===== src/design/bmhq_pkg.sv =====
`timescale 1ns / 1ps
// ----------------------------------------------------------------------------
// bmhq_pkg
// Shared widths, operation and error codes, and the result beat type of the
// binary max-heap queue.
// ----------------------------------------------------------------------------
package bmhq_pkg;

  localparam int KEY_W   = 32;
  localparam int TAG_W   = 16;
  localparam int COUNT_W = 10;
  localparam int ERR_W   = 2;

  localparam logic OP_INSERT = 1'b0;
  localparam logic OP_REMOVE = 1'b1;

  localparam logic [ERR_W-1:0] ERR_OK    = 2'd0;
  localparam logic [ERR_W-1:0] ERR_FULL  = 2'd1;
  localparam logic [ERR_W-1:0] ERR_EMPTY = 2'd2;

  typedef struct packed {
    logic [KEY_W-1:0]   key;
    logic [TAG_W-1:0]   tag;
    logic [COUNT_W-1:0] count;
    logic               empty;
    logic [ERR_W-1:0]   err;
  } result_t;

endpackage


===== src/design/bmhq_ctrl.sv =====
`timescale 1ns / 1ps
// ----------------------------------------------------------------------------
// bmhq_ctrl
// Sift sequencer: carries the moving entry in registers, walks the heap one
// level at a time through the entry memory and keeps the root and count.
// ----------------------------------------------------------------------------
module bmhq_ctrl
  import bmhq_pkg::*;
#(
  parameter int CAPACITY = 1023,
  parameter int SW       = 16,
  parameter int IW       = 10
) (
  input  logic               clk,
  input  logic               rst,
  input  logic               start,
  input  logic               op,
  input  logic [KEY_W-1:0]   entry_key,
  input  logic [TAG_W-1:0]   entry_tag,
  output logic               busy,
  output logic               mem_we,
  output logic [IW-1:0]      mem_waddr,
  output logic [KEY_W+SW-1:0] mem_wdata,
  output logic [IW-1:0]      mem_raddr,
  input  logic [KEY_W+SW-1:0] mem_rdata,
  output logic               res_valid,
  output result_t            res
);

  localparam logic [2:0] ST_IDLE   = 3'd0;
  localparam logic [2:0] ST_UP     = 3'd1;
  localparam logic [2:0] ST_UPCMP  = 3'd2;
  localparam logic [2:0] ST_RDLAST = 3'd3;
  localparam logic [2:0] ST_DN     = 3'd4;
  localparam logic [2:0] ST_DNL    = 3'd5;
  localparam logic [2:0] ST_DNR    = 3'd6;
  localparam logic [2:0] ST_DONE   = 3'd7;

  localparam logic [IW-1:0] ROOT = IW'(1);
  localparam logic [IW-1:0] FULL = IW'(CAPACITY);

  logic [2:0]       state;
  logic [IW-1:0]    count;
  logic [IW-1:0]    slot;
  logic [IW-1:0]    child;
  logic [KEY_W-1:0] cur_key;
  logic [SW-1:0]    cur_tag;
  logic [KEY_W-1:0] l_key;
  logic [SW-1:0]    l_tag;
  logic [KEY_W-1:0] root_key;
  logic [SW-1:0]    root_tag;
  logic [ERR_W-1:0] err;

  logic [KEY_W-1:0] rd_key;
  logic [SW-1:0]    rd_tag;
  logic [IW:0]      left_idx;
  logic             no_child;
  logic             right_ok;
  logic             sel_right;
  logic [KEY_W-1:0] cand_key;
  logic [SW-1:0]    cand_tag;
  logic [IW-1:0]    cand_idx;
  logic             up_swap;
  logic             dn_swap;

  assign rd_key    = mem_rdata[KEY_W+SW-1:SW];
  assign rd_tag    = mem_rdata[SW-1:0];
  assign left_idx  = {slot, 1'b0};
  assign no_child  = left_idx > {1'b0, count};
  assign right_ok  = {slot, 1'b1} <= {1'b0, count};
  assign sel_right = (state == ST_DNR) && (rd_key > l_key);
  assign cand_key  = (state == ST_DNL || sel_right) ? rd_key : l_key;
  assign cand_tag  = (state == ST_DNL || sel_right) ? rd_tag : l_tag;
  assign cand_idx  = sel_right ? child + ROOT : child;
  assign up_swap   = rd_key < cur_key;
  assign dn_swap   = cand_key > cur_key;
  assign busy      = state != ST_IDLE;

  always_comb begin
    mem_we    = 1'b0;
    mem_waddr = slot;
    mem_wdata = {cur_key, cur_tag};
    mem_raddr = slot;
    case (state)
      ST_IDLE: begin
        mem_raddr = count;
      end
      ST_UP: begin
        if (slot == ROOT) begin
          mem_we = 1'b1;
        end else begin
          mem_raddr = slot >> 1;
        end
      end
      ST_UPCMP: begin
        mem_we = 1'b1;
        if (up_swap) begin
          mem_wdata = mem_rdata;
        end
      end
      ST_DN: begin
        if (no_child) begin
          mem_we = 1'b1;
        end else begin
          mem_raddr = left_idx[IW-1:0];
        end
      end
      ST_DNL: begin
        if (right_ok) begin
          mem_raddr = child + ROOT;
        end else begin
          mem_we = 1'b1;
          if (dn_swap) begin
            mem_wdata = {cand_key, cand_tag};
          end
        end
      end
      ST_DNR: begin
        mem_we = 1'b1;
        if (dn_swap) begin
          mem_wdata = {cand_key, cand_tag};
        end
      end
      default: begin
      end
    endcase
  end

  always_ff @(posedge clk) begin
    if (rst) begin
      state <= ST_IDLE;
      count <= '0;
      err   <= ERR_OK;
    end else begin
      case (state)
        ST_IDLE: begin
          if (start) begin
            err <= ERR_OK;
            if (op == OP_INSERT) begin
              if (count >= FULL) begin
                err   <= ERR_FULL;
                state <= ST_DONE;
              end else begin
                count <= count + ROOT;
                state <= ST_UP;
              end
            end else begin
              if (count == '0) begin
                err   <= ERR_EMPTY;
                state <= ST_DONE;
              end else begin
                count <= count - ROOT;
                state <= ST_RDLAST;
              end
            end
          end
        end
        ST_UP: begin
          state <= (slot == ROOT) ? ST_DONE : ST_UPCMP;
        end
        ST_UPCMP: begin
          state <= up_swap ? ST_UP : ST_DONE;
        end
        ST_RDLAST: begin
          state <= (count == '0) ? ST_DONE : ST_DN;
        end
        ST_DN: begin
          state <= no_child ? ST_DONE : ST_DNL;
        end
        ST_DNL: begin
          if (right_ok) begin
            state <= ST_DNR;
          end else begin
            state <= dn_swap ? ST_DN : ST_DONE;
          end
        end
        ST_DNR: begin
          state <= dn_swap ? ST_DN : ST_DONE;
        end
        default: begin
          state <= ST_IDLE;
        end
      endcase
    end
  end

  // datapath registers
  always_ff @(posedge clk) begin
    case (state)
      ST_IDLE: begin
        cur_key <= entry_key;
        cur_tag <= SW'(entry_tag);
        slot    <= count + ROOT;
      end
      ST_UPCMP: begin
        if (up_swap) begin
          slot <= slot >> 1;
        end
      end
      ST_RDLAST: begin
        cur_key <= rd_key;
        cur_tag <= rd_tag;
        slot    <= ROOT;
      end
      ST_DN: begin
        child <= left_idx[IW-1:0];
      end
      ST_DNL: begin
        l_key <= rd_key;
        l_tag <= rd_tag;
        if (!right_ok && dn_swap) begin
          slot <= cand_idx;
        end
      end
      ST_DNR: begin
        if (dn_swap) begin
          slot <= cand_idx;
        end
      end
      default: begin
      end
    endcase
    if (mem_we && mem_waddr == ROOT) begin
      root_key <= mem_wdata[KEY_W+SW-1:SW];
      root_tag <= mem_wdata[SW-1:0];
    end
  end

  assign res_valid = state == ST_DONE;
  assign res.key   = (count != '0) ? root_key : '0;
  assign res.tag   = (count != '0) ? TAG_W'(root_tag) : '0;
  assign res.count = COUNT_W'(count);
  assign res.empty = count == '0;
  assign res.err   = err;

  a_count_bound: assert property (@(posedge clk) disable iff (rst) count <= FULL)
    else $error("entry count above capacity");

  a_accept_busy: assert property (@(posedge clk) disable iff (rst)
    start && !busy |=> busy)
    else $error("accepted beat did not start the sequencer");

  a_write_states: assert property (@(posedge clk) disable iff (rst)
    mem_we |-> (state == ST_UP || state == ST_UPCMP || state == ST_DN ||
                state == ST_DNL || state == ST_DNR))
    else $error("entry write outside a sift step");

  a_err_count: assert property (@(posedge clk) disable iff (rst)
    res_valid && err != ERR_OK |-> count == $past(count))
    else $error("rejected operation changed the count");

endmodule


===== config.mk =====
export PLATFORM = sky130hd
export DESIGN_NAME = bmhq_ctrl
export DESIGN_NICKNAME = d
export VERILOG_FILES = /design/src/design/bmhq_pkg.sv /design/src/design/bmhq_ctrl.sv
export SDC_FILE = /design/constraint.sdc
export NUM_CORES = 1
export LEC_CHECK = 0
export BUFFER_PORTS_ARGS = -buffer_cell sky130_fd_sc_hd__buf_2
export CORE_ASPECT_RATIO = 1.5
export CORE_MARGIN = 2
export CORE_UTILIZATION = 31
export DETAILED_ROUTE_END_ITERATION = 12
export GPL_TIMING_DRIVEN = 0
export PLACE_DENSITY = 0.53
export SYNTH_ARGS = -nofsm -noshare
export SYNTH_HDL_FRONTEND = slang
export SYNTH_SLANG_ARGS = --single-unit
export TNS_END_PERCENT = 30

===== constraint.sdc =====
create_clock -name clk -period 5.3 [get_ports clk]
set_input_delay 0.265 -clock clk [delete_from_list [all_inputs] [get_ports clk]]
set_output_delay 0.265 -clock clk [all_outputs]
set_load 0.02 [all_outputs]

==> metrics.md <==
| Metric | Value |
|---|---|
| Critical path endpoint category | output port |
| Pin count of the biggest net entering global routing | 36 |
| Port Buf Inserts | 231 |
| Startpoint types | register |
| Worst reg-to-reg path cell count | 24 |
| Crit path kind | register to output port |
| Internal Pwr Total | between 0.005 and 0.006 W |
| Clock Pin Slew Worst Setup and Hold Paths | approximately 70 ps |
| Worst slew margin | between 30% and 40% |
| H-tree depth | 4 |
| Die Area | between 30000 and 40000 sq um |
| Syn Inst Count | about 1200 |
| Slew Viols, Final | 0 |
| Core Region | between 30000 and 40000 sq um |
| # Max-Cap Violations | 0 |
| DRC | 0 |
| Skew-Pair Late Insertion Delay | between 400 and 500 ps |
| Fraction of layout cells with a size suffix above 1 | between 20% and 30% |
| Placement Cell Area | about 14000 sq um |
| Cell Rows | between 80 and 90 |
| Final period util | 121.4% |
| WP data required | 5040 ps |
| Clk pwr share | 13.4% |
| Fin cells | approximately 2000 |
| Clk sinks | ~180 |
| Hold/Removal Path Class | input pin to register |
| # setup viols final | 108 |
| Number of synthesized flops with an enable pin | roughly 160 |
| Worst Tran Pin Value | 1023 ps |
| Vias per std cell | roughly 5.4 |
| WL final | between 40 and 50 mm |
| 1st-pass router iterations | 9 |
| Post-detail-place hpwl | around 32 mm |
| GRT Residual Overflow | 0 |
| Tmin final | 6433 ps |
| Antenna violations before repair | 4 |
| Vias in the first global route | about 10000 |
| R2R Setup Slk | -660 ps |
| Layout Skew | approximately 12 ps |
| Post-synth top area share | between 40 and 50% |
| DR iter-0 viols | 680 |
| Final core utilization | roughly two fifths |
| RSZ-0062 raised after global routing | yes |
| Layout area overhead | 29.69% |
| Status | finished with violations |
| Worst VDD drop | 0.5124 mV |
| Most frequent cells in the layout | 201 x buf_2, 163 x edfxtp_1, 97 x ha_1 |
| Final worst slack | -1133 ps |
| Maximum fanout along the worst path | 6 |
| Worst Path Arrival | approximately 6200 ps |
| Number of distinct library cells after synthesis | 61 |
| Logic pwr share | roughly 64% |
| Routed WL per cell | between 20 and 25 microns |
| Initial core utilization | about a third |
| Post-route cell area | 15390 sq um |
| Flop pwr share | 22.9% |
| Switch share | 48.20% |
| Placed cell count | about 1900 |
| Avg Cell Area, Syn | 10.31 sq um |
| Routed vias | roughly 11000 |
| Ys async rst share | 0% |
| Total nets after synthesis | 1359 |
| Remaining antenna violation count | 0 |
| Die X | 163.7 microns |
| GPL Wtd Cong | approximately 0.9 |
| Top cells by area, synth | edfxtp_1 41%, ha_1 11%, mux2_2 6.7% |
| Hold Crit Depth | 2 |
| Post-synthesis register bit count | between 150 and 200 |
| CTS Buf Count | 17 |
| Psw | roughly 0.0050 W |
| Root Driver | clkbuf_16 |
| Mapped Area | 11870 sq um |
| Nets | ~1700 |
| Top FF cell, synth | edfxtp_1 |
| Failing checks | setup timing |
| Die Y-Extent | 243.6 microns |
| Yosys top cell by area | edfxtp_1 |
| PwrDens | 669.3 nW/um^2 |
| Fmax | between 150 and 200 MHz |
| Ports | ~230 |
| Leak Pwr | approximately 6.3 nW |
| Worst-case clock buffer depth | 2 |
| Commonest non-fill, non-tap cell in the layout | buf_2 |
| Final hold viol count | 0 |
| TritonCTS clock tree | built |
| Antenna diodes | 0 |
| GRT Overall Usage | between 20% and 30% |
| Sequential-to-total area share from yosys stat | between 40% and 50% |
| YS warnings | 0 |
| First-pass GRT wire length | ~62 mm |
through the flow:
step                setup TNS (ps)  total power [W]  worst slack, ps  hold WS (ps)
floorplan                        0         0.006169            15.41         337.8
global placement           -184290         0.008284            -1520         470.4
detailed placement         -130850         0.008338            -1557         474.5
CTS                         -77860          0.01008            -1145        0.8001
global route                -95680          0.01093            -1289         6.412
finish                      -77930          0.01030            -1133         24.92
final timing paths:
kind / endpoint / startpoint
hold reg to reg: err[0] / err[0]
setup / recovery: mem_wdata[37] / l_key[7]
hold / removal: count[1] / rst
setup reg to reg: root_tag[5] / l_key[7]
cell families after synthesis:
| group | synth area share (%) |
|---|---|
| AO/OA/AOI/OAI | 17.36 |
| AND/OR/NAND/NOR | 13.64 |
| flip-flops | 43.78 |
| buffers and inverters | 5.209 |
| adder cells (fa/ha/maj) | 11.39 |
| multiplexers | 7.666 |
| XOR/XNOR | 0.9596 |
power by group through the flow:
stage                     combinational (W)  clock [W]  sequential, W
after floorplan                     0.00380          0        0.00237
after global placement              0.00587          0        0.00241
after detailed placement            0.00595          0        0.00239
after CTS                           0.00631    0.00141        0.00236
after global routing                0.00708    0.00146        0.00239
final                               0.00656    0.00138        0.00236
cells in the mapped netlist, drive strengths merged (11+ instances only):
cell type	n
a21oi	71
a221o	53
a221oi	12
a22oi	23
buf	18
clkbuf	45
dfxtp	15
edfxtp	163
ha	108
inv	88
mux2	71
mux2i	11
nand2	74
nand3	21
nand4	21
nor2	89
nor2b	70
nor3	13
o21ai	59
o221ai	11
o22ai	14
xnor2	13
per-layer routing:
metal	GRT usage, %	vias up	share of wire [%]
met5	0	-	0.11
met1	23.46	5027	38
li1	-	4970	-
met3	4.392	114	5.9
met2	36.38	443	51
met4	11.27	8	5.1
flip-flops by register name (all words and copies together) (netlist names):
name       flops
root_key      32
l_tag         16
cur_key       32
err            2
child          9
root_tag      16
count         10
l_key         32
state          3
cur_tag       16
mem_waddr     10
critical path, stage by stage (launching register included):
cell and delay [ps]:
edfxtp_1 390, inv_2 60, ha_4 260, nand4_1 240
or4_4 620, or2_4 250, a22oi_2 190, nor2_1 70
o21a_1 200, buf_6 150, buf_12 150, mux2_4 310
ha_4 270, nand4_1 230, nor4_4 330, buf_4 190
nand3_4 90, or3_4 360, and2_4 160, clkbuf_16 140
a21o_4 280, clkbuf_16 190, a221o_1 400, buf_6 150
repair_timing:
| action | CTS | global route |
|---|---|---|
| resized for setup | 70 | 50 |
| setup endpoints to repair | 108 | 108 |
| hold buffers | 11 | 0 |
| cloned | 2 | 2 |
| pin swaps | 16 | 30 |
| setup buffers | 30 | 11 |
| endpoints found under the hold margin | 11 | 0 |
final cells by class:
type | instances | area [sq um]
Buffer | 59 | 404.1
Clock buffer | 18 | 429.2
Clock inverter | 14 | 201.4
Fill cell | 3746 | 22280
Inverter | 89 | 334.1
Multi-Input combinational cell | 821 | 6337
Sequential cell | 178 | 5195
Tap cell | 489 | 611.8
Timing Repair Buffer | 290 | 1874
Note: power is estimated with default switching activity, not from simulation.
